### src/hdl/swdw_pkg.sv
`timescale 1ns / 1ps

package swdw_pkg;

    localparam int unsigned HDR_W     = 8;
    localparam int unsigned WORD_W    = 32;
    localparam int unsigned ACK_W     = 3;
    localparam int unsigned TURN_W    = 3;
    localparam int unsigned CNT_W     = 8;
    localparam int unsigned BITCNT_W  = 6;
    localparam int unsigned CFG_IDX_W = 2;
    localparam int unsigned CFG_DAT_W = 8;

    localparam logic [CFG_IDX_W-1:0] CFG_TURNAROUND = 2'd0;
    localparam logic [CFG_IDX_W-1:0] CFG_IDLE       = 2'd1;

    localparam logic [BITCNT_W-1:0] HDR_BITS  = 6'd8;
    localparam logic [BITCNT_W-1:0] ACK_BITS  = 6'd3;
    localparam logic [BITCNT_W-1:0] DATA_BITS = 6'd32;
    localparam logic [CNT_W-1:0]    ERR_EXTRA = 8'd33;

    localparam logic [ACK_W-1:0] ACK_OK    = 3'd1;
    localparam logic [ACK_W-1:0] ACK_WAIT  = 3'd2;
    localparam logic [ACK_W-1:0] ACK_FAULT = 3'd4;

    typedef enum logic [10:0] {
        PH_IDLE     = 11'b000_0000_0001,
        PH_HDR      = 11'b000_0000_0010,
        PH_TA_REL   = 11'b000_0000_0100,
        PH_ACK      = 11'b000_0000_1000,
        PH_TA_DRV   = 11'b000_0001_0000,
        PH_DATA     = 11'b000_0010_0000,
        PH_PAR      = 11'b000_0100_0000,
        PH_IDLE_LOW = 11'b000_1000_0000,
        PH_TA_WF    = 11'b001_0000_0000,
        PH_ERR      = 11'b010_0000_0000,
        PH_END      = 11'b100_0000_0000
    } swdw_phase_t;

    typedef struct packed {
        logic              start_req;
        logic [HDR_W-1:0]  header;
        logic [WORD_W-1:0] write_data;
        logic              line_in;
    } swdw_item_t;

    typedef struct packed {
        logic             clock_pulse;
        logic             line_out;
        logic             line_drive;
        logic             busy_res;
        logic             done_res;
        logic [ACK_W-1:0] ack_code;
    } swdw_result_t;

    typedef struct packed {
        logic [TURN_W-1:0] turnaround_cycles;
        logic [CNT_W-1:0]  idle_len;
    } swdw_cfg_t;

endpackage

### src/hdl/swdw_ifs.sv
`timescale 1ns / 1ps

interface swdw_item_if;
    import swdw_pkg::*;
    logic              valid;
    logic              ready;
    logic              start_req;
    logic [HDR_W-1:0]  header;
    logic [WORD_W-1:0] write_data;
    logic              line_in;
    modport source (output valid, output start_req, output header, output write_data,
                    output line_in, input ready);
    modport sink (input valid, input start_req, input header, input write_data,
                  input line_in, output ready);
endinterface

interface swdw_result_if;
    import swdw_pkg::*;
    logic             valid;
    logic             ready;
    logic             clock_pulse;
    logic             line_out;
    logic             line_drive;
    logic             busy_res;
    logic             done_res;
    logic [ACK_W-1:0] ack_code;
    modport source (output valid, output clock_pulse, output line_out, output line_drive,
                    output busy_res, output done_res, output ack_code, input ready);
    modport sink (input valid, input clock_pulse, input line_out, input line_drive,
                  input busy_res, input done_res, input ack_code, output ready);
endinterface

interface swdw_cfg_if;
    import swdw_pkg::*;
    logic                 valid;
    logic                 ready;
    logic [CFG_IDX_W-1:0] index;
    logic [CFG_DAT_W-1:0] data;
    modport source (output valid, output index, output data, input ready);
    modport sink (input valid, input index, input data, output ready);
endinterface

### src/hdl/swd_write_transfer_engine.sv
`timescale 1ns / 1ps
// Channel  Dir  Beat
// item     in   one SWCLK period: start_req, header, write_data, line_in
// result   out  one per item: clock_pulse, line_out, line_drive, busy_res, done_res, ack_code
// cfg      in   register write: index 0 turnaround_cycles, 1 idle length
//
// One item per clock while item.ready is high; its result sits in the output register on the next cycle.
// Sequencer state and the output register advance together on each accepted beat.
// item.ready drops only while the output register holds a beat the sink has not taken.
// rst_n is asynchronous; after reset the engine is idle, turnaround 1, idle 0.

module swd_write_transfer_engine
    import swdw_pkg::*;
(
    input  logic          clk,
    input  logic          rst_n,
    swdw_item_if.sink     item,
    swdw_result_if.source result,
    swdw_cfg_if.sink      cfg
);

    swdw_cfg_t    cfg_regs;
    swdw_item_t   item_beat;
    swdw_result_t seq_result;
    logic         slot_free;
    logic         accept;

    assign item.ready = slot_free;
    assign accept     = item.valid && slot_free;

    assign item_beat.start_req  = item.start_req;
    assign item_beat.header     = item.header;
    assign item_beat.write_data = item.write_data;
    assign item_beat.line_in    = item.line_in;

    swdw_cfg u_cfg (
        .clk      (clk),
        .rst_n    (rst_n),
        .cfg      (cfg),
        .cfg_regs (cfg_regs)
    );

    swdw_seq u_seq (
        .clk      (clk),
        .rst_n    (rst_n),
        .accept   (accept),
        .item     (item_beat),
        .cfg_regs (cfg_regs),
        .result   (seq_result)
    );

    swdw_out_reg u_out (
        .clk       (clk),
        .rst_n     (rst_n),
        .load      (accept),
        .result    (seq_result),
        .slot_free (slot_free),
        .rsp       (result)
    );

endmodule

### src/hdl/swdw_cfg.sv
`timescale 1ns / 1ps

module swdw_cfg
    import swdw_pkg::*;
(
    input  logic      clk,
    input  logic      rst_n,
    swdw_cfg_if.sink  cfg,
    output swdw_cfg_t cfg_regs
);

    logic [TURN_W-1:0] turn_reg;
    logic [CNT_W-1:0]  idle_reg;

    assign cfg.ready = 1'b1;

    always_ff @(posedge clk or negedge rst_n)
    begin
        if (!rst_n)
        begin
            turn_reg <= TURN_W'(1);
            idle_reg <= '0;
        end
        else if (cfg.valid)
        begin
            unique case (cfg.index)
                CFG_TURNAROUND: turn_reg <= cfg.data[TURN_W-1:0];
                CFG_IDLE:       idle_reg <= cfg.data[CNT_W-1:0];
                default:        ;
            endcase
        end
    end

    assign cfg_regs.turnaround_cycles = turn_reg;
    assign cfg_regs.idle_len          = idle_reg;

endmodule

### src/hdl/swdw_seq.sv
`timescale 1ns / 1ps

module swdw_seq
    import swdw_pkg::*;
(
    input  logic         clk,
    input  logic         rst_n,
    input  logic         accept,
    input  swdw_item_t   item,
    input  swdw_cfg_t    cfg_regs,
    output swdw_result_t result
);

    swdw_phase_t         phase_reg, phase_next;
    logic [BITCNT_W-1:0] bit_cnt_reg, bit_cnt_next;
    logic [WORD_W-1:0]   shift_reg, shift_next;
    logic [HDR_W-1:0]    hdr_reg, hdr_next;
    logic [ACK_W-1:0]    ack_reg, ack_next;
    logic                par_reg, par_next;
    logic [CNT_W-1:0]    cyc_reg, cyc_next;

    logic [CNT_W-1:0]    eff_turn;
    logic [CNT_W-1:0]    cyc_dec;
    logic [BITCNT_W-1:0] bit_inc;

    assign eff_turn = (cfg_regs.turnaround_cycles == '0) ? CNT_W'(1)
                                                        : CNT_W'(cfg_regs.turnaround_cycles);
    assign cyc_dec  = cyc_reg - CNT_W'(1);
    assign bit_inc  = bit_cnt_reg + BITCNT_W'(1);

    always_comb
    begin
        phase_next   = phase_reg;
        bit_cnt_next = bit_cnt_reg;
        shift_next   = shift_reg;
        hdr_next     = hdr_reg;
        ack_next     = ack_reg;
        par_next     = par_reg;
        cyc_next     = cyc_reg;

        result.clock_pulse = 1'b0;
        result.line_out    = 1'b1;
        result.line_drive  = 1'b1;
        result.busy_res    = 1'b0;
        result.done_res    = 1'b0;
        result.ack_code    = '0;

        unique case (phase_reg)
            PH_IDLE:
            begin
                if (item.start_req)
                begin
                    shift_next         = item.write_data;
                    par_next           = ^item.write_data;
                    ack_next           = '0;
                    result.clock_pulse = 1'b1;
                    result.busy_res    = 1'b1;
                    result.line_out    = item.header[0];
                    hdr_next           = item.header >> 1;
                    bit_cnt_next       = BITCNT_W'(1);
                    phase_next         = PH_HDR;
                end
            end
            PH_HDR:
            begin
                result.clock_pulse = 1'b1;
                result.busy_res    = 1'b1;
                result.line_out    = hdr_reg[0];
                hdr_next           = hdr_reg >> 1;
                bit_cnt_next       = bit_inc;
                if (bit_inc >= HDR_BITS)
                begin
                    phase_next = PH_TA_REL;
                    cyc_next   = eff_turn;
                end
            end
            PH_TA_REL:
            begin
                result.clock_pulse = 1'b1;
                result.busy_res    = 1'b1;
                result.line_drive  = 1'b0;
                result.line_out    = 1'b0;
                cyc_next           = cyc_dec;
                if (cyc_dec == '0)
                begin
                    phase_next   = PH_ACK;
                    bit_cnt_next = '0;
                end
            end
            PH_ACK:
            begin
                result.clock_pulse = 1'b1;
                result.busy_res    = 1'b1;
                result.line_drive  = 1'b0;
                result.line_out    = 1'b0;
                case (bit_cnt_reg[1:0])
                    2'd0:    ack_next = ack_reg | {2'b00, item.line_in};
                    2'd1:    ack_next = ack_reg | {1'b0, item.line_in, 1'b0};
                    2'd2:    ack_next = ack_reg | {item.line_in, 2'b00};
                    default: ack_next = ack_reg;
                endcase
                bit_cnt_next = bit_inc;
                if (bit_inc >= ACK_BITS)
                begin
                    if (ack_next == ACK_OK)
                    begin
                        phase_next = PH_TA_DRV;
                        cyc_next   = eff_turn;
                    end
                    else if (ack_next == ACK_WAIT || ack_next == ACK_FAULT)
                    begin
                        phase_next = PH_TA_WF;
                        cyc_next   = eff_turn;
                    end
                    else
                    begin
                        phase_next = PH_ERR;
                        cyc_next   = eff_turn + ERR_EXTRA;
                    end
                end
            end
            PH_TA_DRV:
            begin
                result.clock_pulse = 1'b1;
                result.busy_res    = 1'b1;
                cyc_next           = cyc_dec;
                if (cyc_dec == '0)
                begin
                    phase_next   = PH_DATA;
                    bit_cnt_next = '0;
                end
            end
            PH_DATA:
            begin
                result.clock_pulse = 1'b1;
                result.busy_res    = 1'b1;
                result.line_out    = shift_reg[0];
                shift_next         = shift_reg >> 1;
                bit_cnt_next       = bit_inc;
                if (bit_inc >= DATA_BITS)
                    phase_next = PH_PAR;
            end
            PH_PAR:
            begin
                result.clock_pulse = 1'b1;
                result.busy_res    = 1'b1;
                result.line_out    = par_reg;
                if (cfg_regs.idle_len == '0)
                    phase_next = PH_END;
                else
                begin
                    phase_next = PH_IDLE_LOW;
                    cyc_next   = cfg_regs.idle_len;
                end
            end
            PH_IDLE_LOW:
            begin
                result.clock_pulse = 1'b1;
                result.busy_res    = 1'b1;
                result.line_out    = 1'b0;
                cyc_next           = cyc_dec;
                if (cyc_dec == '0)
                    phase_next = PH_END;
            end
            PH_TA_WF, PH_ERR:
            begin
                result.clock_pulse = 1'b1;
                result.busy_res    = 1'b1;
                result.line_drive  = 1'b0;
                result.line_out    = 1'b0;
                cyc_next           = cyc_dec;
                if (cyc_dec == '0)
                    phase_next = PH_END;
            end
            PH_END:
            begin
                result.done_res = 1'b1;
                result.ack_code = ack_reg;
                phase_next      = PH_IDLE;
            end
            default:
            begin
                phase_next = PH_IDLE;
            end
        endcase
    end

    always_ff @(posedge clk or negedge rst_n)
    begin
        if (!rst_n)
        begin
            phase_reg   <= PH_IDLE;
            bit_cnt_reg <= '0;
            shift_reg   <= '0;
            hdr_reg     <= '0;
            ack_reg     <= '0;
            par_reg     <= 1'b0;
            cyc_reg     <= '0;
        end
        else if (accept)
        begin
            phase_reg   <= phase_next;
            bit_cnt_reg <= bit_cnt_next;
            shift_reg   <= shift_next;
            hdr_reg     <= hdr_next;
            ack_reg     <= ack_next;
            par_reg     <= par_next;
            cyc_reg     <= cyc_next;
        end
    end

    a_done_not_busy: assert property (@(posedge clk) disable iff (!rst_n)
        result.done_res |-> !result.busy_res && !result.clock_pulse)
        else $error("closing beat reported busy or clocked");

    a_release_low: assert property (@(posedge clk) disable iff (!rst_n)
        !result.line_drive |-> !result.line_out && result.busy_res)
        else $error("released line not low or outside a transfer");

    a_end_to_idle: assert property (@(posedge clk) disable iff (!rst_n)
        accept && phase_reg == PH_END |=> phase_reg == PH_IDLE)
        else $error("closing beat did not return to idle");

    a_start: assert property (@(posedge clk) disable iff (!rst_n)
        accept && phase_reg == PH_IDLE && item.start_req |=> phase_reg == PH_HDR)
        else $error("start not taken while idle");

    a_hold: assert property (@(posedge clk) disable iff (!rst_n)
        !accept |=> $stable(phase_reg) && $stable(cyc_reg) && $stable(bit_cnt_reg))
        else $error("state moved without a beat");

endmodule

### src/hdl/swdw_out_reg.sv
`timescale 1ns / 1ps

module swdw_out_reg
    import swdw_pkg::*;
(
    input  logic          clk,
    input  logic          rst_n,
    input  logic          load,
    input  swdw_result_t  result,
    output logic          slot_free,
    swdw_result_if.source rsp
);

    logic         valid_reg;
    swdw_result_t data_reg;

    assign slot_free = !valid_reg || rsp.ready;

    always_ff @(posedge clk or negedge rst_n)
    begin
        if (!rst_n)
            valid_reg <= 1'b0;
        else if (slot_free)
            valid_reg <= load;
    end

    always_ff @(posedge clk)
    begin
        if (load)
            data_reg <= result;
    end

    assign rsp.valid       = valid_reg;
    assign rsp.clock_pulse = data_reg.clock_pulse;
    assign rsp.line_out    = data_reg.line_out;
    assign rsp.line_drive  = data_reg.line_drive;
    assign rsp.busy_res    = data_reg.busy_res;
    assign rsp.done_res    = data_reg.done_res;
    assign rsp.ack_code    = data_reg.ack_code;

endmodule
### src/flat_wrapper.sv
// flat-port wrapper written by rule: the top's interface ports become plain ports
module swd_write_transfer_engine_flat import swdw_pkg::*;
  (clk, rst_n, item_valid, item_start_req, item_header, item_write_data, item_line_in, item_ready, result_valid, result_clock_pulse, result_line_out, result_line_drive, result_busy_res, result_done_res, result_ack_code, result_ready, cfg_valid, cfg_index, cfg_data, cfg_ready);
  swdw_item_if item_i ();
  swdw_result_if result_i ();
  swdw_cfg_if cfg_i ();
  input  logic clk;
  input  logic rst_n;
  input wire logic [$bits(item_i.valid)-1:0] item_valid;
  input wire logic [$bits(item_i.start_req)-1:0] item_start_req;
  input wire logic [$bits(item_i.header)-1:0] item_header;
  input wire logic [$bits(item_i.write_data)-1:0] item_write_data;
  input wire logic [$bits(item_i.line_in)-1:0] item_line_in;
  output wire logic [$bits(item_i.ready)-1:0] item_ready;
  output wire logic [$bits(result_i.valid)-1:0] result_valid;
  output wire logic [$bits(result_i.clock_pulse)-1:0] result_clock_pulse;
  output wire logic [$bits(result_i.line_out)-1:0] result_line_out;
  output wire logic [$bits(result_i.line_drive)-1:0] result_line_drive;
  output wire logic [$bits(result_i.busy_res)-1:0] result_busy_res;
  output wire logic [$bits(result_i.done_res)-1:0] result_done_res;
  output wire logic [$bits(result_i.ack_code)-1:0] result_ack_code;
  input wire logic [$bits(result_i.ready)-1:0] result_ready;
  input wire logic [$bits(cfg_i.valid)-1:0] cfg_valid;
  input wire logic [$bits(cfg_i.index)-1:0] cfg_index;
  input wire logic [$bits(cfg_i.data)-1:0] cfg_data;
  output wire logic [$bits(cfg_i.ready)-1:0] cfg_ready;
  assign item_i.valid = item_valid;
  assign item_i.start_req = item_start_req;
  assign item_i.header = item_header;
  assign item_i.write_data = item_write_data;
  assign item_i.line_in = item_line_in;
  assign item_ready = item_i.ready;
  assign result_valid = result_i.valid;
  assign result_clock_pulse = result_i.clock_pulse;
  assign result_line_out = result_i.line_out;
  assign result_line_drive = result_i.line_drive;
  assign result_busy_res = result_i.busy_res;
  assign result_done_res = result_i.done_res;
  assign result_ack_code = result_i.ack_code;
  assign result_i.ready = result_ready;
  assign cfg_i.valid = cfg_valid;
  assign cfg_i.index = cfg_index;
  assign cfg_i.data = cfg_data;
  assign cfg_ready = cfg_i.ready;
  swd_write_transfer_engine u_core (.clk(clk), .rst_n(rst_n), .item(item_i), .result(result_i), .cfg(cfg_i));
endmodule
### config.mk
export PLATFORM = sky130hd
export DESIGN_NAME = swd_write_transfer_engine_flat
export DESIGN_NICKNAME = d
export VERILOG_FILES = /design/src/hdl/swdw_pkg.sv /design/src/hdl/swdw_ifs.sv /design/src/hdl/swd_write_transfer_engine.sv /design/src/hdl/swdw_cfg.sv /design/src/hdl/swdw_seq.sv /design/src/hdl/swdw_out_reg.sv /design/src/flat_wrapper.sv
export SDC_FILE = /design/constraint.sdc
export NUM_CORES = 1
export LEC_CHECK = 0
export BUFFER_PORTS_ARGS = -buffer_cell sky130_fd_sc_hd__buf_2
export CAP_MARGIN = 40
export CORE_MARGIN = 2
export CORE_UTILIZATION = 48
export DETAILED_ROUTE_END_ITERATION = 10
export PLACE_DENSITY = 0.77
export SETUP_SLACK_MARGIN = 0.5
export SLEW_MARGIN = 20
export SYNTH_ARGS = -nofsm -noshare
export SYNTH_HDL_FRONTEND = slang
export SYNTH_SLANG_ARGS = --single-unit
export TNS_END_PERCENT = 1
### constraint.sdc
create_clock -name clk -period 5 [get_ports clk]
set_input_delay 0.25 -clock clk [delete_from_list [all_inputs] [get_ports clk]]
set_output_delay 0.25 -clock clk [all_outputs]
set_load 0.02 [all_outputs]
==> flow_summary.toml, run 1 <==
[min_path]
holdCritPathClass = "primary input to register"

[pwr]
p_seq_frac = 0.438
p_sw_mw = 0.965
pwr-share-comb = 0.360
p_clk_frac = 0.202
p_int_mw = 1.56
peakVddDrop_v = 0.000207
p_total_mw = 2.52
swShare = 0.382
power.density_nw_per_um2 = 444
leakagePower_nw = 2.45

[routing]
detail-route-antenna-nets = 0
highest_layer = "met4"
wl_per_cell_um = 15.5
viasPerCell = 5.69
drc = 0
drt_wl_total_mm = 11.2
met1Wirelength_mm = 4.74
dr.pass1.iters = 7
drtIter0Drc = 262
wl_met2_mm = 5.47
met3WireLength_um = 708
via_count = 4112

[setup_path]
crit_arrival_ps = 3460
cp-start-kind = "register"
crit_chain = "inv_1 > ha_1 > or3b_2 > o31ai_1 > o2111ai_1 > a211oi_1 > and2_1 > mux2_2"
cp-end-kind = "register"
path_class = "register to register"
critical_path_buf_inv_count = 1
crit_path_top_delay_cell = "and2_1"
cp_data_required_time_ps = 5240
slowest_delay_ps = 610
cp_top_family = "simple AND/OR/NAND/NOR gates"
crit_path_max_fanout = 15

[floorplan]
core_um2 = 10200
row_count = 37
die_area_um2 = 11300
die_h_um = 106
io_pins = 68
die_x_um = 106
start_util = 0.491

[clocking]
clk_pin_slew_ps = 90
clk_path_buf_depth = 2
cts_tree = "built"
cts_max_level = 3
cts-root-buf = "clkbuf_8"
cts.sinks = 87
clk_latency_ps = 360
numCtsBuffers = 9
cts_setup_buffers = 0
cts_resized = 0

[logic_synthesis]
ys_dominant_reg_cell = "dfrtp_1"
ys_seq_elements = 87
netlist-cell-type-count = 58
syn_area_per_cell_um2 = 9.54
yosys_warnings = 0
async_reset_ff_frac = 0.920
synth_edf_count = 7
syn-cell-area_um2 = 5020
seq_area_frac_synth = 0.441
synthCells = 526
syn_nets = 590

[placed_design]
placed_cell_area_um2 = 5470
place_hpwl_mm = 8.39
dp_cells = 705
io_buffers = 66
gp_congestion = 0.908

[global_route]
grtUsageTotal = 0.208
grt-ovfl-total = 0
grt_pass1_vias = 4010
grt_pass1_wl_mm = 18.9
antenna_found_initial = 0
grt_max_degree = 64

[timing]
worst_slew_pin_slew_ps = 749
max_freq_mhz = 311
setup_violations = 0
slew_headroom = 0.496
tns_ps = 0
rsz0062_at_grt = "false"
min_period_ps = 3210
finClkSkew_ps = 7.44
finalCritPeriodShare = 0.642
maxSlewViolCount = 0
finalHoldViolCount = 0

[run_status]
status = "finished, final reports clean"

[run]
maxCapViolations = 0

[cells_and_area]
area_delta_synth_final_pct = 13.4
antenna_cells = 0
nFillCells = 904
largest_reg_flops = 32
fin_util = 0.556
nNetsFinal = 646
design_area_um2 = 5690
stdcell_count = 723
drive_above_1_share = 0.203
cell type report:
cell class / count / area, um^2 / area share
Clock buffer: 10 / 138 / 0.0242
Tap cell: 136 / 170 / 0.0299
Inverter: 13 / 48.8 / 0.00858
Sequential cell: 87 / 2210 / 0.389
Clock inverter: 6 / 66.3 / 0.0117
Timing Repair Buffer: 74 / 428 / 0.0752
Multi-Input combinational cell: 397 / 2630 / 0.461
Yosys cell counts, types with 2 or more instances:
master      n  share of area
ha_1        7          0.017
nand4_1     6         0.0075
and2_1      5         0.0062
or4_1       8          0.012
a31o_2      2         0.0035
o31ai_1     2         0.0030
nor2_1     24          0.018
o211ai_1    3         0.0045
a211oi_1    4         0.0060
a22o_1      2         0.0035
or2_2       3         0.0037
nand2b_1    6         0.0075
dfrtp_1    78           0.39
o2111ai_1   2         0.0035
o22ai_1     2         0.0025
nand3b_1    2         0.0030
nor3b_1     3         0.0045
a21oi_1    17          0.017
mux2_2     15          0.034
buf_6       3         0.0067
xor2_1      8          0.014
and4_1      3         0.0052
clkbuf_1   20          0.015
dfstp_2     2          0.010
nand2_1    62          0.046
nor3_1     12          0.012
and3_1      6         0.0075
mux2i_1    37          0.074
nor4_1      9          0.011
buf_2       2         0.0020
a211o_1     2         0.0035
a31oi_1     4         0.0050
nor2b_1     3         0.0037
o21ai_0    70          0.070
nor4b_1     4         0.0070
nand3_1    13          0.013
xnor2_1    33          0.058
mux2_4      2         0.0060
or3_1       2         0.0025
inv_1      13         0.0097
edfxtp_1    7          0.042
buf_4       2         0.0030
worst paths after layout:
check	slack [ps]	startpoint	to	depth (start not counted)
max	1790	u_core.u_seq.cyc_reg[1]	u_core.u_seq.phase_reg[4]	8
min	100	item_valid	u_core.u_out.rsp.valid	2
max reg2reg	1790	u_core.u_seq.cyc_reg[1]	u_core.u_seq.phase_reg[4]	8
min reg2reg	490	u_core.u_seq.shift_reg[4]	u_core.u_seq.shift_reg[4]	2
max in group asynchronous	4000	rst_n	u_core.u_cfg.turn_reg[0]	3
min in group asynchronous	370	rst_n	u_core.u_seq.hdr_reg[1]	2
cells by family (layout without fill, tap and decap cells):
kind of cell / after synthesis / count (layout) / share of synthesized area
AO/OA/AOI/OAI: 118 / 118 / 0.135
XOR/XNOR: 41 / 41 / 0.0716
adder cells (fa/ha/maj): 7 / 7 / 0.0175
buffers and inverters: 42 / 103 / 0.0381
flip-flops: 87 / 87 / 0.441
multiplexers: 54 / 54 / 0.113
other: 1 / 1 / 0.000747
AND/OR/NAND/NOR: 176 / 176 / 0.183
power by group through the flow:
| stage | Clock, mW | Combinational [mW] | Sequential (mW) |
|---|---|---|---|
| floorplan | 0 | 0.710 | 1.06 |
| global placement | 0 | 0.846 | 1.10 |
| detailed placement | 0 | 0.898 | 1.12 |
| CTS | 0.520 | 0.905 | 1.10 |
| global route | 0.550 | 1.03 | 1.14 |
| finish | 0.510 | 0.909 | 1.11 |
through the flow:
stage | worst slack [ps] | hold slack (ps)
2_1_floorplan | 2350 | -45.6
3_3_place_gp | 2010 | 454
3_5_place_dp | 1880 | 215
4_1_cts | 1820 | 87.9
5_1_grt | 1660 | 95.6
6_report | 1790 | 100
cell usage in the layout (no fill, tap or decap), drive strengths merged, types with 4 or more instances in the layout:
cell    Yosys  routed
nor4       10      10
a31oi       4       4
a21oi      17      17
nor4b       4       4
and2        5       5
dfrtp      78      78
nand2b      6       6
buf         8      72
a211oi      4       4
inv        13      15
nand3      13      13
or4         9       9
o21ai      71      71
nor2       24      24
nor3       13      13
mux2i      37      37
mux2       17      17
xor2        8       8
edfxtp      7       7
nand2      62      62
xnor2      33      33
clkbuf     21      11
nand4       6       6
ha          7       7
and3        6       6
repair_timing:
action	4_1_cts	5_1_grt
endpoints found under the setup margin	0	0
endpoints found under the hold margin	28	0
hold buffers	1	0
per-layer routing:
| metal | vias to the layer above | GRT usage |
|---|---|---|
| met1 | 1931 | 0.267 |
| met3 | 31 | 0.0546 |
| met5 | - | 0 |
| li1 | 1992 | - |
| met2 | 158 | 0.342 |
| met4 | 0 | 0.0724 |
No activity file was read; power rests on OpenSTA's default activity.
==> run 2, diff against run 1 <==
--- a/config.mk
+++ b/config.mk
@@ -5,12 +5,13 @@
 export SDC_FILE = /design/constraint.sdc
 export NUM_CORES = 1
 export LEC_CHECK = 0
+export ABC_AREA = 1
 export BUFFER_PORTS_ARGS = -buffer_cell sky130_fd_sc_hd__buf_2
 export CAP_MARGIN = 40
 export CORE_MARGIN = 2
 export CORE_UTILIZATION = 48
 export DETAILED_ROUTE_END_ITERATION = 10
-export PLACE_DENSITY = 0.77
+export PLACE_DENSITY = 0.8
 export SETUP_SLACK_MARGIN = 0.5
 export SLEW_MARGIN = 20
 export SYNTH_ARGS = -nofsm -noshare
==> constraint.sdc (replaced) <==
create_clock -name clk -period 2.8 [get_ports clk]
set_input_delay 0.14 -clock clk [delete_from_list [all_inputs] [get_ports clk]]
set_output_delay 0.14 -clock clk [all_outputs]
set_load 0.02 [all_outputs]
==> flow_summary.toml, run 2 <==
[clocking]
cts_setup_buffers = 0
cts-root-buf = "clkbuf_16"
clk_pin_slew_ps = 70
clk_path_buf_depth = 2
cts_tree = "built"
cts_max_level = 3
numCtsBuffers = 9
cts.sinks = 87
clk_latency_ps = 350

[logic_synthesis]
syn_nets = 778
async_reset_ff_frac = 0.920
seq_area_frac_synth = 0.404
synthCells = 714
ys_dominant_reg_cell = "dfrtp_1"
yosys_warnings = 0
syn_area_per_cell_um2 = 7.68
synth_edf_count = 7
synth_area_leaders = "dfrtp_1 36%, nand2_1 16%, mux2i_1 6.8%"
ys_seq_elements = 87
synth_most_common_cell = "nand2_1"
yosys.area.top_type = "dfrtp_1"
ys_top_cells_by_count = "232 x nand2_1, 78 x dfrtp_1, 72 x inv_1"
netlist-cell-type-count = 41
syn-cell-area_um2 = 5490
synthDominantCellAreaShare = 0.356

[timing]
setup_violations = 0
maxSlewViolCount = 0
worst_slew_pin_slew_ps = 503
tns_ps = 0
finClkSkew_ps = 8.55
rsz0062_at_grt = "true"
finalCritPeriodShare = 0.733
fin_ws_ps = 749
finalHoldViolCount = 0
max_freq_mhz = 487
min_period_ps = 2050
slew_headroom = 0.662

[floorplan]
die_area_um2 = 12300
row_count = 39
start_util = 0.487
die_x_um = 111
core_um2 = 11300
io_pins = 68
die_h_um = 111

[setup_path]
path_class = "register to register"
crit_path_max_fanout = 6
cp-end-kind = "register"
cp_data_required_time_ps = 3040
cp-start-kind = "register"
crit_arrival_ps = 2290

[cells_and_area]
layout_commonest_cell = "nand2_1"
area_delta_synth_final_pct = 13.7
largest_reg_flops = 32
drive_above_1_share = 0.159
nNetsFinal = 844
antenna_cells = 0
final_cell_mix = "232 x nand2_1, 76 x dfrtp_1, 72 x inv_1"
design_area_um2 = 6240

[global_route]
antenna_found_initial = 0
grt-ovfl-total = 0
grt_pass1_wl_mm = 20.3
grtUsageTotal = 0.200
grt_max_degree = 64
grt_pass1_vias = 4535

[routing]
wl_per_cell_um = 12.4
dr.pass1.iters = 6
detail-route-antenna-nets = 0
drtIter0Drc = 359
drt_wl_total_mm = 11.5
drc = 0
via_count = 4676
viasPerCell = 5.04

[pwr]
peakVddDrop_v = 0.000382
power.density_nw_per_um2 = 846
leakagePower_nw = 3.48

[placed_design]
pre_cts_slack_ps = 665
placed_cell_area_um2 = 5930
gp_congestion = 0.859
place_hpwl_mm = 8.53
io_buffers = 66

[min_path]
holdCritPathClass = "primary input to register"

[run]
maxCapViolations = 0

[run_status]
status = "finished, final reports clean"
run 2: cell types whose count changed after synthesis, sizes merged, moves of 15 or more:
cell,before,now
clkbuf,21,3
inv,13,77
nor2,24,63
nand2,62,242
mux2,17,2
nand3,13,43
o21ai,71,53
run 2: kinds of logic after synthesis:
family | Yosys count | share of synthesized area
AND/OR/NAND/NOR | 373 | 0.297
buffers and inverters | 94 | 0.0746
flip-flops | 87 | 0.404
AO/OA/AOI/OAI | 74 | 0.0739
XOR/XNOR | 39 | 0.0623
multiplexers | 39 | 0.0716
adder cells (fa/ha/maj) | 7 | 0.0160
other | 1 | 0.000684
run 2: repair_timing:
action / in CTS / in global routing
hold buffers: 1 / 0
endpoints found under the hold margin: 22 / 0
resized for setup: 0 / 4
endpoints found under the setup margin: 0 / 36
run 2: area by class of cell:
cell class / instances / area, um^2
clock inverter: 5 / 40.0
multi-input combinational: 533 / 2870
sequential: 87 / 2220
clock buffer: 11 / 243
timing repair buffer: 72 / 404
inverter: 77 / 289
fill: 1045 / 5030
tap: 143 / 179
run 2: worst max-delay path, stage by stage (launching register included):
cell,delay [ps]
dfrtp_1,410
inv_1,100
ha_1,220
nand2_1,70
o21ai_0,140
nand2_1,70
inv_1,70
nand2_1,50
nor2_1,90
nand3_1,170
nand2_1,230
nand3_1,190
nand2_1,100
nand2_1,50
run 2: layer usage:
layer	wire (um)	track usage	vias to the layer above
met5	0	0	-
met1	5390	0.267	2143
met4	254	0.0892	0
met3	396	0.0252	18
met2	5460	0.326	104
li1	-	-	2411
run 2: path summary, 6_finish.rpt:
path	from	to	slack (ps)	cells past startpoint
max	u_core.u_seq.cyc_reg[0]	u_core.u_seq.bit_cnt_reg[5]	750	13
min	item_header[7]	u_core.u_seq.hdr_reg[6]	20	3
max reg2reg	u_core.u_seq.cyc_reg[0]	u_core.u_seq.bit_cnt_reg[5]	750	13
min reg2reg	u_core.u_seq.bit_cnt_reg[4]	u_core.u_seq.bit_cnt_reg[4]	480	2
max in group asynchronous	rst_n	u_core.u_seq.phase_reg[0]	1940	3
min in group asynchronous	rst_n	u_core.u_cfg.idle_reg[5]	240	2
run 2: power by group:
group | leakage, nW | internal (mW) | switching, mW
Sequential | 1.09 | 1.69 | 0.264
Clock | 0.142 | 0.635 | 0.508
Combinational | 2.25 | 0.760 | 1.41
Total | 3.48 | 3.09 | 2.19
run 2: metrics by stage:
step | total power, mW | hold WS [ps] | util | cells
2_1_floorplan | 3.65 | -156 | - | 714
3_3_place_gp | 4.04 | 372 | 0.524 | 910
3_5_place_dp | 4.10 | 71.0 | 0.526 | 911
4_1_cts | 5.28 | 12.6 | 0.552 | 928
5_1_grt | 5.73 | 28.7 | 0.553 | 928
6_report | 5.27 | 15.7 | 0.553 | 928
